===== src/rtl/ptpd_pkg.sv =====
// ----------------------------------------------------------------------------
// ptpd_pkg
// Shared constants, codes, command and status types for the point to polygon
// distance block.
// ----------------------------------------------------------------------------
package ptpd_pkg;

   localparam int MAX_VERTICES = 64;
   localparam int COORD_WIDTH  = 32;
   localparam int ADDR_W       = $clog2(MAX_VERTICES);
   localparam int CNT_W        = $clog2(MAX_VERTICES + 1);
   localparam int DIFF_W       = COORD_WIDTH + 1;
   localparam int OPW          = 2 * DIFF_W + 2;
   localparam int DIG_W        = 17;
   localparam int DIG_N        = OPW / DIG_W;
   localparam int STEP_W       = $clog2(DIG_N);
   localparam int PRODW        = 2 * OPW;
   localparam int ACCW         = PRODW + 1;
   localparam int SQW          = PRODW;
   localparam int DIST_W       = 32;
   localparam int BIT_W        = $clog2(DIST_W);
   localparam int SQ_INIT_SH   = 2 * (DIST_W - 1);
   localparam int PROG_W       = 4;

   typedef enum logic [1:0] {
      ACT_START  = 2'd0,
      ACT_APPEND = 2'd1,
      ACT_QUERY  = 2'd2,
      ACT_NONE   = 2'd3
   } action_type;

   typedef enum logic [3:0] {
      SEL_PH_EV = 4'd0,
      SEL_PV_EH = 4'd1,
      SEL_EH_PH = 4'd2,
      SEL_EV_PV = 4'd3,
      SEL_EH_EH = 4'd4,
      SEL_EV_EV = 4'd5,
      SEL_PH_PH = 4'd6,
      SEL_PV_PV = 4'd7,
      SEL_WH_WH = 4'd8,
      SEL_WV_WV = 4'd9,
      SEL_CR_CR = 4'd10
   } mul_sel_type;

   typedef enum logic [2:0] {
      DEST_NONE = 3'd0,
      DEST_CR   = 3'd1,
      DEST_DOT  = 3'd2,
      DEST_D2   = 3'd3,
      DEST_NUM  = 3'd4
   } dest_type;

   typedef enum logic [1:0] {
      MODE_START_PT = 2'd0,
      MODE_END_PT   = 2'd1,
      MODE_SEGMENT  = 2'd2
   } mode_type;

   localparam logic [PROG_W-1:0] PROG_CROSS    = 4'd0;
   localparam logic [PROG_W-1:0] PROG_LEN_LAST = 4'd5;
   localparam logic [PROG_W-1:0] PROG_START_PT = 4'd6;
   localparam logic [PROG_W-1:0] PROG_END_PT   = 4'd8;
   localparam logic [PROG_W-1:0] PROG_SEGMENT  = 4'd10;

   typedef struct packed {
      mul_sel_type sel;
      logic        clear;
      logic        sub;
      dest_type    dest;
   } prog_type;

   typedef struct packed {
      logic                    wr_en;
      logic [ADDR_W-1:0]       wr_addr;
      logic [ADDR_W-1:0]       rd_addr;
      logic                    cap_q;
      logic                    cap_a;
      logic                    cap_b;
      logic                    mul_load;
      mul_sel_type             mul_sel;
      logic                    mul_clear;
      logic                    mul_sub;
      logic                    mul_step;
      logic                    mul_acc;
      dest_type                dest;
      logic                    walk_init;
      logic                    sq_init;
      logic                    sq_a;
      logic                    sq_b;
      logic [BIT_W-1:0]        sq_bit;
      logic                    edge_done;
      logic                    out_load;
      logic                    out_empty;
      logic                    out_ovf;
   } cmd_type;

   typedef struct packed {
      mode_type mode;
   } stat_type;

   function automatic prog_type prog_entry(input logic [PROG_W-1:0] mop);
      prog_type p;
      p = '{sel: SEL_PH_EV, clear: 1'b0, sub: 1'b0, dest: DEST_NONE};
      case (mop)
         4'd0:    p = '{sel: SEL_PH_EV, clear: 1'b1, sub: 1'b1, dest: DEST_NONE};
         4'd1:    p = '{sel: SEL_PV_EH, clear: 1'b0, sub: 1'b0, dest: DEST_CR};
         4'd2:    p = '{sel: SEL_EH_PH, clear: 1'b1, sub: 1'b0, dest: DEST_NONE};
         4'd3:    p = '{sel: SEL_EV_PV, clear: 1'b0, sub: 1'b0, dest: DEST_DOT};
         4'd4:    p = '{sel: SEL_EH_EH, clear: 1'b1, sub: 1'b0, dest: DEST_NONE};
         4'd5:    p = '{sel: SEL_EV_EV, clear: 1'b0, sub: 1'b0, dest: DEST_D2};
         4'd6:    p = '{sel: SEL_PH_PH, clear: 1'b1, sub: 1'b0, dest: DEST_NONE};
         4'd7:    p = '{sel: SEL_PV_PV, clear: 1'b0, sub: 1'b0, dest: DEST_NUM};
         4'd8:    p = '{sel: SEL_WH_WH, clear: 1'b1, sub: 1'b0, dest: DEST_NONE};
         4'd9:    p = '{sel: SEL_WV_WV, clear: 1'b0, sub: 1'b0, dest: DEST_NUM};
         4'd10:   p = '{sel: SEL_CR_CR, clear: 1'b1, sub: 1'b0, dest: DEST_NUM};
         default: p = '{sel: SEL_PH_EV, clear: 1'b0, sub: 1'b0, dest: DEST_NONE};
      endcase
      return p;
   endfunction

endpackage


===== src/rtl/ptpd_ctrl.sv =====
// ----------------------------------------------------------------------------
// ptpd_ctrl
// Controller: vertex loading, edge walk sequencing, multiply program,
// root search steps and result handshake.
// ----------------------------------------------------------------------------
module ptpd_ctrl (
   input  logic                clock,
   input  logic                reset,
   input  logic                req_valid,
   output logic                req_ready,
   input  logic [1:0]          req_action,
   output logic                rsp_valid,
   input  logic                rsp_ready,
   output ptpd_pkg::cmd_type   cmd,
   input  ptpd_pkg::stat_type  stat
);

   typedef enum logic [11:0] {
      ST_IDLE     = 12'b000000000001,
      ST_RD_A     = 12'b000000000010,
      ST_RD_B     = 12'b000000000100,
      ST_LD_B     = 12'b000000001000,
      ST_MUL_LOAD = 12'b000000010000,
      ST_MUL_STEP = 12'b000000100000,
      ST_MUL_ACC  = 12'b000001000000,
      ST_SEL      = 12'b000010000000,
      ST_SQ_A     = 12'b000100000000,
      ST_SQ_B     = 12'b001000000000,
      ST_EDGE     = 12'b010000000000,
      ST_FINISH   = 12'b100000000000
   } state_type;

   state_type                         state_ff, state_in;
   logic [ptpd_pkg::CNT_W-1:0]        cnt_ff, cnt_in;
   logic                              ovf_ff, ovf_in;
   logic [ptpd_pkg::CNT_W-1:0]        idx_ff, idx_in;
   logic [ptpd_pkg::PROG_W-1:0]       mop_ff, mop_in;
   logic [ptpd_pkg::STEP_W-1:0]       step_ff, step_in;
   logic [ptpd_pkg::BIT_W-1:0]        bit_ff, bit_in;
   logic                              rsp_valid_ff, rsp_valid_in;

   logic                              accept;
   logic                              full;
   logic                              finish_go;
   logic [ptpd_pkg::CNT_W-1:0]        idx_inc;
   ptpd_pkg::prog_type                prog;

   assign req_ready = (state_ff == ST_IDLE);
   assign rsp_valid = rsp_valid_ff;
   assign accept    = req_valid && req_ready;
   assign full      = (cnt_ff == ptpd_pkg::CNT_W'(ptpd_pkg::MAX_VERTICES));
   assign idx_inc   = idx_ff + 1'b1;
   assign prog      = ptpd_pkg::prog_entry(mop_ff);
   assign finish_go = (state_ff == ST_FINISH) && (!rsp_valid_ff || rsp_ready);

   always_comb begin
      state_in     = state_ff;
      cnt_in       = cnt_ff;
      ovf_in       = ovf_ff;
      idx_in       = idx_ff;
      mop_in       = mop_ff;
      step_in      = step_ff;
      bit_in       = bit_ff;
      rsp_valid_in = finish_go ? 1'b1 : (rsp_ready ? 1'b0 : rsp_valid_ff);
      cmd          = '0;
      cmd.rd_addr  = idx_ff[ptpd_pkg::ADDR_W-1:0];
      cmd.sq_bit   = bit_ff;
      cmd.out_empty = (cnt_ff == '0);
      cmd.out_ovf  = ovf_ff;

      case (state_ff)
         ST_IDLE: begin
            if (accept) begin
               case (req_action)
                  ptpd_pkg::ACT_START: begin
                     cmd.wr_en   = 1'b1;
                     cmd.wr_addr = '0;
                     cnt_in      = ptpd_pkg::CNT_W'(1);
                     ovf_in      = 1'b0;
                  end
                  ptpd_pkg::ACT_APPEND: begin
                     if (full) begin
                        ovf_in = 1'b1;
                     end else begin
                        cmd.wr_en   = 1'b1;
                        cmd.wr_addr = cnt_ff[ptpd_pkg::ADDR_W-1:0];
                        cnt_in      = cnt_ff + 1'b1;
                     end
                  end
                  ptpd_pkg::ACT_QUERY: begin
                     cmd.cap_q     = 1'b1;
                     cmd.walk_init = 1'b1;
                     idx_in        = '0;
                     state_in      = (cnt_ff == '0) ? ST_FINISH : ST_RD_A;
                  end
                  default: begin
                  end
               endcase
            end
         end
         ST_RD_A: begin
            state_in = ST_RD_B;
         end
         ST_RD_B: begin
            cmd.cap_a   = 1'b1;
            cmd.rd_addr = (idx_inc == cnt_ff) ? '0 : idx_inc[ptpd_pkg::ADDR_W-1:0];
            state_in    = ST_LD_B;
         end
         ST_LD_B: begin
            cmd.cap_b = 1'b1;
            mop_in    = ptpd_pkg::PROG_CROSS;
            state_in  = ST_MUL_LOAD;
         end
         ST_MUL_LOAD: begin
            cmd.mul_load  = 1'b1;
            cmd.mul_sel   = prog.sel;
            cmd.mul_clear = prog.clear;
            cmd.mul_sub   = prog.sub;
            step_in       = '0;
            state_in      = ST_MUL_STEP;
         end
         ST_MUL_STEP: begin
            cmd.mul_step = 1'b1;
            step_in      = step_ff + 1'b1;
            if (step_ff == ptpd_pkg::STEP_W'(ptpd_pkg::DIG_N - 1)) begin
               state_in = ST_MUL_ACC;
            end
         end
         ST_MUL_ACC: begin
            cmd.mul_acc = 1'b1;
            cmd.dest    = prog.dest;
            if (prog.dest == ptpd_pkg::DEST_NUM) begin
               bit_in   = ptpd_pkg::BIT_W'(ptpd_pkg::DIST_W - 1);
               state_in = ST_SQ_A;
            end else if (mop_ff == ptpd_pkg::PROG_LEN_LAST) begin
               state_in = ST_SEL;
            end else begin
               mop_in   = mop_ff + 1'b1;
               state_in = ST_MUL_LOAD;
            end
         end
         ST_SEL: begin
            cmd.sq_init = 1'b1;
            case (stat.mode)
               ptpd_pkg::MODE_START_PT: mop_in = ptpd_pkg::PROG_START_PT;
               ptpd_pkg::MODE_END_PT:   mop_in = ptpd_pkg::PROG_END_PT;
               default:                 mop_in = ptpd_pkg::PROG_SEGMENT;
            endcase
            state_in = ST_MUL_LOAD;
         end
         ST_SQ_A: begin
            cmd.sq_a = 1'b1;
            state_in = ST_SQ_B;
         end
         ST_SQ_B: begin
            cmd.sq_b = 1'b1;
            if (bit_ff == '0) begin
               state_in = ST_EDGE;
            end else begin
               bit_in   = bit_ff - 1'b1;
               state_in = ST_SQ_A;
            end
         end
         ST_EDGE: begin
            cmd.edge_done = 1'b1;
            if (idx_inc == cnt_ff) begin
               state_in = ST_FINISH;
            end else begin
               idx_in   = idx_inc;
               state_in = ST_RD_A;
            end
         end
         ST_FINISH: begin
            if (finish_go) begin
               cmd.out_load = 1'b1;
               state_in     = ST_IDLE;
            end
         end
         default: begin
            state_in = ST_IDLE;
         end
      endcase
   end

   always_ff @(posedge clock) begin
      if (reset) begin
         state_ff     <= ST_IDLE;
         cnt_ff       <= '0;
         ovf_ff       <= 1'b0;
         idx_ff       <= '0;
         mop_ff       <= '0;
         step_ff      <= '0;
         bit_ff       <= '0;
         rsp_valid_ff <= 1'b0;
      end else begin
         state_ff     <= state_in;
         cnt_ff       <= cnt_in;
         ovf_ff       <= ovf_in;
         idx_ff       <= idx_in;
         mop_ff       <= mop_in;
         step_ff      <= step_in;
         bit_ff       <= bit_in;
         rsp_valid_ff <= rsp_valid_in;
      end
   end

`ifndef SYNTH
   a_load_slot_free: assert property (@(posedge clock) disable iff (reset)
      cmd.out_load |-> (!rsp_valid_ff || rsp_ready))
      else $error("result loaded over a pending transfer");

   a_rsp_from_finish: assert property (@(posedge clock) disable iff (reset)
      $rose(rsp_valid_ff) |-> $past(state_ff == ST_FINISH))
      else $error("result raised outside finish");

   a_walk_index: assert property (@(posedge clock) disable iff (reset)
      (state_ff != ST_IDLE && state_ff != ST_FINISH) |-> (idx_ff < cnt_ff))
      else $error("edge index beyond vertex count");

   a_full_drop: assert property (@(posedge clock) disable iff (reset)
      (accept && req_action == ptpd_pkg::ACT_APPEND && full)
      |=> (ovf_ff && $stable(cnt_ff)))
      else $error("vertex not dropped when store full");
`endif

endmodule


===== config.mk =====
export PLATFORM = sky130hd
export DESIGN_NAME = ptpd_ctrl
export DESIGN_NICKNAME = d
export VERILOG_FILES = /design/src/rtl/ptpd_pkg.sv /design/src/rtl/ptpd_ctrl.sv
export SDC_FILE = /design/constraint.sdc
export NUM_CORES = 1
export LEC_CHECK = 0
export BUFFER_PORTS_ARGS = -buffer_cell sky130_fd_sc_hd__clkbuf_2
export CAP_MARGIN = 5
export CELL_PAD_IN_SITES_DETAIL_PLACEMENT = 0
export CELL_PAD_IN_SITES_GLOBAL_PLACEMENT = 1
export CORE_MARGIN = 2
export CORE_UTILIZATION = 40
export CTS_CLUSTER_DIAMETER = 150
export DETAILED_ROUTE_END_ITERATION = 8
export PLACE_DENSITY = 0.87
export SYNTH_ARGS = -nofsm -noshare
export SYNTH_HDL_FRONTEND = slang
export SYNTH_SLANG_ARGS = --single-unit

===== constraint.sdc =====
create_clock -name clock -period 4.7 [get_ports clock]
set_input_delay 0.235 -clock clock [delete_from_list [all_inputs] [get_ports clock]]
set_output_delay 0.235 -clock clock [all_outputs]
set_load 0.05 [all_outputs]

# Word level (Yosys, flattened, before mapping)
# Memories as Yosys holds them, arrays and structs flattened. A register that Yosys moved wholly into a read port is not among the register bits.
# Cells that the tools add are included.
# word_totals
output_inout_bits	43
wordCells	116
memories	1
rom_bits	144
regBits	39
# op_classes
n_addsub	5
n_reduce_logical	21
mux	50
eq_ne	31
# memory_table
memory	depth	width	rd	rd_clocked_by_memory_dff	wr	line	source
(no name shown)	16	9	1	1	0	ptpd_pkg.sv:105	case (mop)
# ops
cell	count
$pmux W12 S11	1
$mux W12	6
$mux W7	8
$pmux W7 S2	3
$mux W4	5
$ne A2 B2 Y1 const B	9
$reduce_and A4 Y1	4
$mux W1	15
$add A7 B1 Y7 const B	2
$eq A12 B1 Y1 const B	1
$eq A12 B10 Y1 const B	1
$eq A12 B11 Y1 const B	1
$eq A12 B12 Y1 const B	1
$eq A12 B2 Y1 const B	1
$eq A12 B3 Y1 const B	1
$eq A12 B4 Y1 const B	1
$eq A12 B5 Y1 const B	1
$eq A12 B6 Y1 const B	1
$eq A12 B7 Y1 const B	1
$eq A12 B8 Y1 const B	1
$eq A12 B9 Y1 const B	1
$mux W6	2
$pmux W4 S3	1
$mux W11	1
27 further kinds	38

# Depth between registers and ports, before layout
# Gate-level depths: netlist (run 1).
# logic_depth
depth_word	6
ltp_mapped	12
depth_no_buf	12

# Worst setup path before layout (run 1)
# No wires, ideal clock.
# synth_timing
path_kind	reg2out
from	register state_ff[5]
to	output cmd[28] in the netlist's numbering
slack_ns	1.419
arrival_ns	3.046
path_buffers	2
path_stages_with_launch	9
cell_sequence	dfxtp_1 buf_2 nor4_2 nand3_1 or3_1 clkbuf_1 inv_1 nand2b_1 o21ai_0
# synth_rtl
element	line	source
start, declared	ptpd_ctrl.sv:33	state_type state_ff, state_in;
start signal, assigned	ptpd_ctrl.sv:196	state_ff <= state_in;
end, declared	ptpd_ctrl.sv:14	output ptpd_pkg::cmd_type cmd,

==> results of run 1 <==
==> area by class of cell <==
| class | instances | area share |
|---|---|---|
| timing repair buffer | 51 | 0.0756 |
| multi-input combinational | 273 | 0.542 |
| sequential | 48 | 0.282 |
| inverter | 26 | 0.0286 |
| clock buffer | 6 | 0.0242 |
| tap | 99 | 0.0363 |
| clock inverter | 2 | 0.0114 |
==> state kept, by name (all words and copies together), names as in the netlist <==
| register | flops |
|---|---|
| cnt_ff | 7 |
| prog | 9 |
| ovf_ff | 1 |
| mop_ff | 4 |
| step_ff | 2 |
| bit_ff | 5 |
| idx_ff | 7 |
| state_ff | 12 |
| rsp_valid | 1 |
==> per-layer routing <==
layer | vias up | share of wire | GRT usage
met5 | - | 0 | 0
met2 | 36 | 0.47 | 0.293
met1 | 1307 | 0.49 | 0.235
li1 | 1382 | - | -
met4 | 0 | 0.0074 | 0.0385
met3 | 5 | 0.032 | 0.0275
==> cell families (layout without fill, tap and decap cells) <==
group                      after synthesis  in the layout
AOI/OAI and AO/OA                       61             61
buffers and inverters                   45             85
adders and majority gates               10             10
xor gates and xnor gates                24             24
and+or+nand+nor                        173            173
muxes                                    5              5
DFF                                     48             48
==> stage by stage <==
stage	worst slack, ps	instance area, um2	util
final	1660	3410	0.470
after global routing	1440	3410	0.470
after CTS	1670	3410	0.470
after detailed placement	1890	3290	0.454
after global placement	2000	3290	0.454
after floorplan	1420	3000	-
==> cell usage after synthesis, types with 3 or more instances <==
master,instances
a21oi_1,14
nand2b_1,9
xor2_1,13
clkbuf_1,8
and3_1,18
nand2_1,24
buf_2,6
nand3_1,14
ha_1,10
dfxtp_1,48
inv_1,26
o21ai_0,10
nor3_1,9
buf_4,4
a211oi_1,4
nor4b_1,4
nor2b_1,3
xnor2_1,11
or4_1,3
or3_1,5
o32ai_1,3
and2_1,7
nor2_1,39
a22o_1,3
nand4_1,11
o211ai_1,6
nor4_2,4
nor4_1,6
==> how the worst min path moves through the flow <==
stage | from | endpoint | slack [ps] | cells after the start
global placement | ovf_ff$_SDFFE_PP0P_ | ovf_ff$_SDFFE_PP0P_ | 490 | 2
detailed placement | ovf_ff$_SDFFE_PP0P_ | ovf_ff$_SDFFE_PP0P_ | 470 | 2
finish | rsp_ready | rsp_valid$_SDFFE_PP0P_ | 300 | 3
floorplan | ovf_ff$_SDFFE_PP0P_ | ovf_ff$_SDFFE_PP0P_ | 440 | 2
CTS | rsp_ready | rsp_valid$_SDFFE_PP0P_ | 290 | 3
global route | rsp_ready | rsp_valid$_SDFFE_PP0P_ | 320 | 3
==> report_power, final <==
part	total, mW	internal [mW]	switching [mW]
combinational	0.240	0.0724	0.167
clock	0.313	0.174	0.139
sequential	0.429	0.415	0.0133
total	0.982	0.662	0.320
==> critical path, delay by kind of cell, from the launching register on <==
kind          cells  cell delay, ps
buf+inv           1             280
simple gates      5            1850
flops             1             370
==> impl_metrics.yaml, run 1 <==
worst_setup_path:
  crit_path_max_incr_delay_ps: 640
  crit_end: "cmd[34]"
  r2r_cells: 7
  crit_path_start_kind: "flop"
  crit_slowest_cell: "nor3b_2"
  r2r_end: "prog[2]$_DFF_P_"
  crit_type: "flop to output pin"
  crit_chain: "nor4_4 > nand4_1 > nor3b_2 > and2_1 > and3_1 > clkbuf_2"
  worst_ep_required_time_ps: 4470
  r2r-start: "state_ff[6]$_SDFFE_PP0P_"
  cp-end-kind: "output pin"
  reg2reg_slack_ps: 1860
  worstPathMaxFanout: 13
  cp-startpoint: "state_ff[11]$_SDFFE_PP0P_"
  crit_arrival_ps: 2800
cts:
  clockRootBuffer: "clkbuf_8"
  postCtsHoldBufs: 0
  cts_setup_buffers: 0
  cts_sinks: 48
  cts.path.max_buffers: 2
  cts-resized-gates: 0
  clock_latency_ps: 300
  cts_inserted_buffers: 5
  cts_max_level: 2
  clkTransAtPathRegs_ps: 90
  tritoncts: "built"
cells_and_area:
  final_cells: 505
  area_delta_synth_final_pct: 13.6
  multi_input_area_um2: 1850
  antennaDiodeCount: 0
  final_common_cell: "clkbuf_2"
  ff_latch_area_um2: 961
  drive_above_1_share: 0.192
  fill_cells: 750
  nets: 423
  mostFrequentLayoutCells: "clkbuf_2 (50), dfxtp_1 (48), nor2_1 (39)"
route:
  wl_per_cell_um: 14.3
  viasPerCell: 5.41
  drtAntennaViolNets: 0
  drc: 0
  routed_wl_um: 7210
  drt_iter0_drc: 87
  firstDrtPassIters: 4
  vias: 2730
timing:
  period_minus_slack_ps: 3040
  slew_headroom: 0.370
  finalSetupViolCount: 0
  min_period_over_period: 0.646
  setup_tns_ps: 0
  drv_slew: 0
  timing.hold.ws_ps: 299
  max_freq_mhz: 329
  final_hold_viol_count: 0
  worstMarginPinSlew_ps: 937
  rsz0062_at_grt: "no"
  skew_ps: 7.76
die:
  num_rows: 31
  dieHeight_um: 90.6
  num_io_pins: 51
  dieWidth_um: 90.6
  initial_core_util: 0.414
  core_um2: 7250
  dieArea_um2: 8210
logic_synthesis:
  synth_fa_ha_area_frac: 0.0417
  synth.area.top_cells: "dfxtp_1 (32%), nor2_1 (4.9%), ha_1 (4.2%)"
  synth_area_per_cell_um2: 8.20
  ys_warn_count: 0
  synth-seq-cells: 48
  yosys.area.top_type: "dfxtp_1"
  synth-compound-area-share: 0.143
  syn_nets: 384
  seq_area_frac_synth: 0.320
  synth-simple-area-share: 0.337
  synth.area.mux_share: 0.0242
  synth_edf_count: 0
  async_reset_ff_frac: 0
  synthCells: 366
  synth_cell_type_count: 62
  synth-xor-area-share: 0.0700
  synthDominantCellAreaShare: 0.320
  synth_top_family_by_area: "simple AND/OR/NAND/NOR gates"
  syn_area_um2: 3000
  ys.flop_type: "dfxtp_1"
global_routing:
  grt_use_total: 0.174
  antenna_found_initial: 0
  grt_pass1_vias: 2548
  grt_pass1_wl_um: 12000
  grt_max_degree: 32
  overflow: 0
power:
  power.density_nw_per_um2: 288
  ir_worst_vdd_v: 0.000135
  power_mw: 0.982
  leakage_nw: 1.48
place:
  portBuffers: 50
  post-place-cells: 497
  dp_hpwl_um: 5420
  gp_congestion: 0.898
worst_hold_path:
  holdCritPathClass: "input port to flop"
status:
  outcome: "complete, no violations"
run:
  maxCapViolations: 0
Power figures use the tool's default switching activity.
==> inputs of run 2 (changes only) <==
Clock period 4.7 ns to 2.8 ns, I/O delays scaled along.
==> run 2 against run 1 <==
Compared with the run above:
- clock skew is 4.1 ps higher
- sequential power rose by 68%
- setup slack got worse by 1500 ps
- largest cell class unchanged
- via count increased by 2.1%
- sequential share of layout area fell by 0.93 points
- final cell count grew 2.4%
==> impl_metrics.yaml, run 2 (synthesis results as in run 1) <==
cells_and_area:
  mostFrequentLayoutCells: "clkbuf_2 (50), dfxtp_1 (48), nor2_1 (37)"
  regMostFlops: "state_ff"
  area_delta_synth_final_pct: 17.5
  utilization: 0.486
  antennaDiodeCount: 0
  final_cells: 517
  largest_reg_flops: 12
  drive_above_1_share: 0.232
  final_common_cell: "clkbuf_2"
  fill_cells: 748
  ff_latch_area_um2: 961
  multi_input_area_um2: 1890
  nets: 435
cts:
  tritoncts: "built"
  clockRootBuffer: "clkbuf_8"
  cts_inserted_buffers: 5
  clkTransAtPathRegs_ps: 100
  cts_sinks: 48
  cts_max_level: 2
  clock_latency_ps: 310
  cts.path.max_buffers: 2
worst_hold_path:
  holdCritPathClass: "input port to flop"
power:
  power_mw: 1.61
  leakage_nw: 1.54
  power.density_nw_per_um2: 455
  ir_worst_vdd_v: 0.000224
die:
  num_rows: 31
  initial_core_util: 0.414
  dieWidth_um: 90.6
  core_um2: 7250
  dieHeight_um: 90.6
  dieArea_um2: 8210
  num_io_pins: 51
route:
  drt_iter0_drc: 122
  viasPerCell: 5.39
  routed_wl_um: 7310
  drc: 0
  wl_per_cell_um: 14.1
  vias: 2787
  firstDrtPassIters: 4
  drtAntennaViolNets: 0
place:
  dp_hpwl_um: 5430
  post-place-cells: 508
  gp_congestion: 0.813
  portBuffers: 50
worst_setup_path:
  worst_ep_required_time_ps: 2660
  crit_type: "flop to output pin"
  worstPathMaxFanout: 10
  crit_arrival_ps: 2540
  cp-end-kind: "output pin"
  crit_path_start_kind: "flop"
run:
  maxCapViolations: 0
timing:
  min_period_over_period: 0.956
  slew_headroom: 0.473
  max_freq_mhz: 373
  skew_ps: 11.9
  final_hold_viol_count: 0
  worstMarginPinSlew_ps: 784
  finalSetupViolCount: 0
  drv_slew: 0
  period_minus_slack_ps: 2680
global_routing:
  grt_pass1_wl_um: 11900
  grt_use_total: 0.175
  antenna_found_initial: 0
  grt_max_degree: 21
  overflow: 0
  grt_pass1_vias: 2534
status:
  outcome: "complete, no violations"
==> run 2: cell types whose count changed in the layout (fill, tap and decap cells not counted), moves of 2 or more <==
cell	change
buf_4	+11
clkinvlp_4	+2
nor2_1	-2
nor2_2	+2
nor3_1	-2
nor3_2	+2
==> run 2: final timing paths <==
kind                             from                   endpoint  slack (ps)  depth (start not counted)
max          state_ff[5]$_SDFFE_PP0P_                    cmd[33]         120                          8
min                         rsp_ready     rsp_valid$_SDFFE_PP0P_         170                          3
max reg2reg  state_ff[5]$_SDFFE_PP0P_            prog[6]$_DFF_P_         270                         10
min reg2reg    bit_ff[4]$_SDFFE_PP0P_  state_ff[10]$_SDFFE_PP0P_         490                          1
==> run 2: final cells by class <==
class | count | share of cell area
flip-flops and latches | 48 | 0.272
well taps | 99 | 0.0351
multi-input cells | 273 | 0.535
clock inverters | 2 | 0.00426
clock buffers | 6 | 0.0234
repair buffers | 63 | 0.102
inverters | 26 | 0.0277
==> run 2: metrics by stage <==
step	setup TNS, ps	cell area (um2)	worst slack (ps)	hold WS [ps]
floorplan	-44.3	3010	-44.3	387
global placement	0	3400	289	462
detailed placement	0	3400	220	482
CTS	0	3500	31.0	185
global route	-27.2	3530	-14.7	229
finish	0	3530	122	175
==> run 2: report_power, final <==
group | switching (mW) | internal, mW
clock network | 0.247 | 0.200
logic | 0.292 | 0.145
registers | 0.0245 | 0.697
total | 0.564 | 1.04
==> run 2: what timing repair did <==
action,4_1_cts,5_1_grt
pin swaps,0,1
resized for setup,1,5
buffers inserted,0,1
hold buffers,0,0
setup endpoints to repair,3,7
==> run 2: layer usage <==
layer  GRT usage  wire (um)  vias up
met5           0          0        -
met4      0.0538        108        0
met1       0.234       3450     1317
li1            -          -     1405
met3      0.0292        277       10
met2       0.287       3480       55
==> run 2: worst max-delay path, stage by stage (launching register included) <==
cell	delay [ps]
dfxtp_1	340
buf_4	180
nor4_4	330
nand3_1	190
or3_4	450
inv_1	160
o21ai_0	110
a22o_1	240
clkbuf_2	230
==> inputs of run 3 (changes only) <==
Clock period 2.8 ns to 3.16 ns, I/O delays scaled along.
==> run 3 against run 2 <==
Compared with the run above:
- register-to-register slack improved by 140 ps
- critical endpoint unchanged
- count of clock-buffer cells in the layout did not move
- final cell count down 0.97%
- non-clock buffer count is 5 lower
- global-route usage decreased by 0.099 points
==> impl_metrics.yaml, run 3 (synthesis results as in run 1) <==
cells_and_area:
  antennaDiodeCount: 0
  multi_input_area_um2: 1850
  utilization: 0.476
  area_delta_synth_final_pct: 14.9
  ff_latch_area_um2: 961
  drive_above_1_share: 0.203
  final_common_cell: "clkbuf_2"
  design_area_um2: 3450
  regMostFlops: "state_ff"
  largest_reg_flops: 12
  final_cells: 512
  fill_cells: 739
  mostFrequentLayoutCells: "clkbuf_2 (50), dfxtp_1 (48), nor2_1 (39)"
  nets: 430
route:
  vias: 2726
  drtAntennaViolNets: 0
  viasPerCell: 5.32
  wl_per_cell_um: 13.7
  routed_wl_um: 7030
  firstDrtPassIters: 4
  drt_iter0_drc: 83
  drc: 0
worst_setup_path:
  crit_family: "simple AND/OR/NAND/NOR gates"
  crit_path_max_incr_delay_ps: 480
  crit_chain: "ha_1 > nand3_1 > xnor2_1 > nand4_1 > nor3_1 > buf_4 > o21ai_0 > a22o_1 > clkbuf_2"
  crit_arrival_ps: 2700
  cp_num_buf_inv: 2
  worst_ep_required_time_ps: 3000
  crit_cells: 9
  cp-end-kind: "output pin"
  crit_path_start_kind: "flop"
  crit_slowest_cell: "dfxtp_1"
  worstPathMaxFanout: 18
  r2r_cells: 9
  crit_type: "flop to output pin"
place:
  place_area_um2: 3340
  dp_slack_ps: 452
  portBuffers: 50
  gp_congestion: 0.857
  post-place-cells: 504
  dp_hpwl_um: 5410
cts:
  clockRootBuffer: "clkbuf_8"
  cts_setup_buffers: 0
  postCtsHoldBufs: 0
  cts_sinks: 48
  clkTransAtPathRegs_ps: 90
  cts_inserted_buffers: 5
  cts-resized-gates: 0
  cts_max_level: 2
  tritoncts: "built"
  cts.path.max_buffers: 2
  clock_latency_ps: 300
die:
  num_rows: 31
  dieWidth_um: 90.6
  dieHeight_um: 90.6
  dieArea_um2: 8210
  num_io_pins: 51
  core_um2: 7250
  initial_core_util: 0.414
timing:
  rsz0062_at_grt: "no"
  max_freq_mhz: 350
  period_minus_slack_ps: 2860
  drv_slew: 0
  setup_tns_ps: 0
  min_period_over_period: 0.905
  setup_slack_ps: 299
  timing.hold.ws_ps: 202
  final_hold_viol_count: 0
  finalSetupViolCount: 0
  slew_headroom: 0.524
  skew_ps: 8.18
  worstMarginPinSlew_ps: 709
global_routing:
  overflow: 0
  grt_use_total: 0.174
  grt_pass1_wl_um: 12000
  grt_pass1_vias: 2587
  grt_max_degree: 19
  antenna_found_initial: 0
power:
  power.density_nw_per_um2: 419
  ir_worst_vdd_v: 0.000220
  power_mw: 1.45
  leakage_nw: 1.52
worst_hold_path:
  holdCritPathClass: "input port to flop"
  min_path_cells: 3
status:
  outcome: "complete, no violations"
run:
  maxCapViolations: 0
## run 3: cell count changes in the layout (fill, tap and decap cells not counted), moves of 2 or more
cell,before,now
nor3_2,4,2
clkinvlp_4,2,0
nor2_2,2,0
nor3_1,7,9
buf_4,12,8
nor2_1,37,39
## run 3: area by class of cell
type,instances,share of cell area
clock buffer,6,0.0210
clock inverter,2,0.0102
inverter,26,0.0283
multi-input combinational,273,0.536
sequential,48,0.279
tap,99,0.0359
timing repair buffer,58,0.0900
## run 3: worst min-delay path: cells and delay by family
family                 cells  cell delay (ps)
AOI/OAI and AO/OA          1               80
buffers and inverters      1               70
and+or+nand+nor            1              150
## run 3: final timing paths
path                                          startpoint                     end  slack, ps
worst max register to register  state_ff[6]$_SDFFE_PP0P_         prog[5]$_DFF_P_        410
worst min register to register       ovf_ff$_SDFFE_PP0P_     ovf_ff$_SDFFE_PP0P_        480
worst min-delay path                           rsp_ready  rsp_valid$_SDFFE_PP0P_        200
worst max-delay path              idx_ff[0]$_SDFFE_PP0P_                 cmd[33]        300
## run 3: report_power, final
group	internal (mW)	total, mW	switching (mW)	leakage (nW)
registers	0.618	0.638	0.0199	0.387
clock network	0.235	0.444	0.209	0.0552
logic	0.117	0.366	0.249	1.07
total	0.970	1.45	0.477	1.52
## run 3: per-layer routing
metal,up-vias,track usage,routed length [um]
met3,6,0.0267,310
met2,61,0.303,3340
met4,0,0.0436,76
met5,-,0,0
met1,1269,0.224,3300
li1,1390,-,-
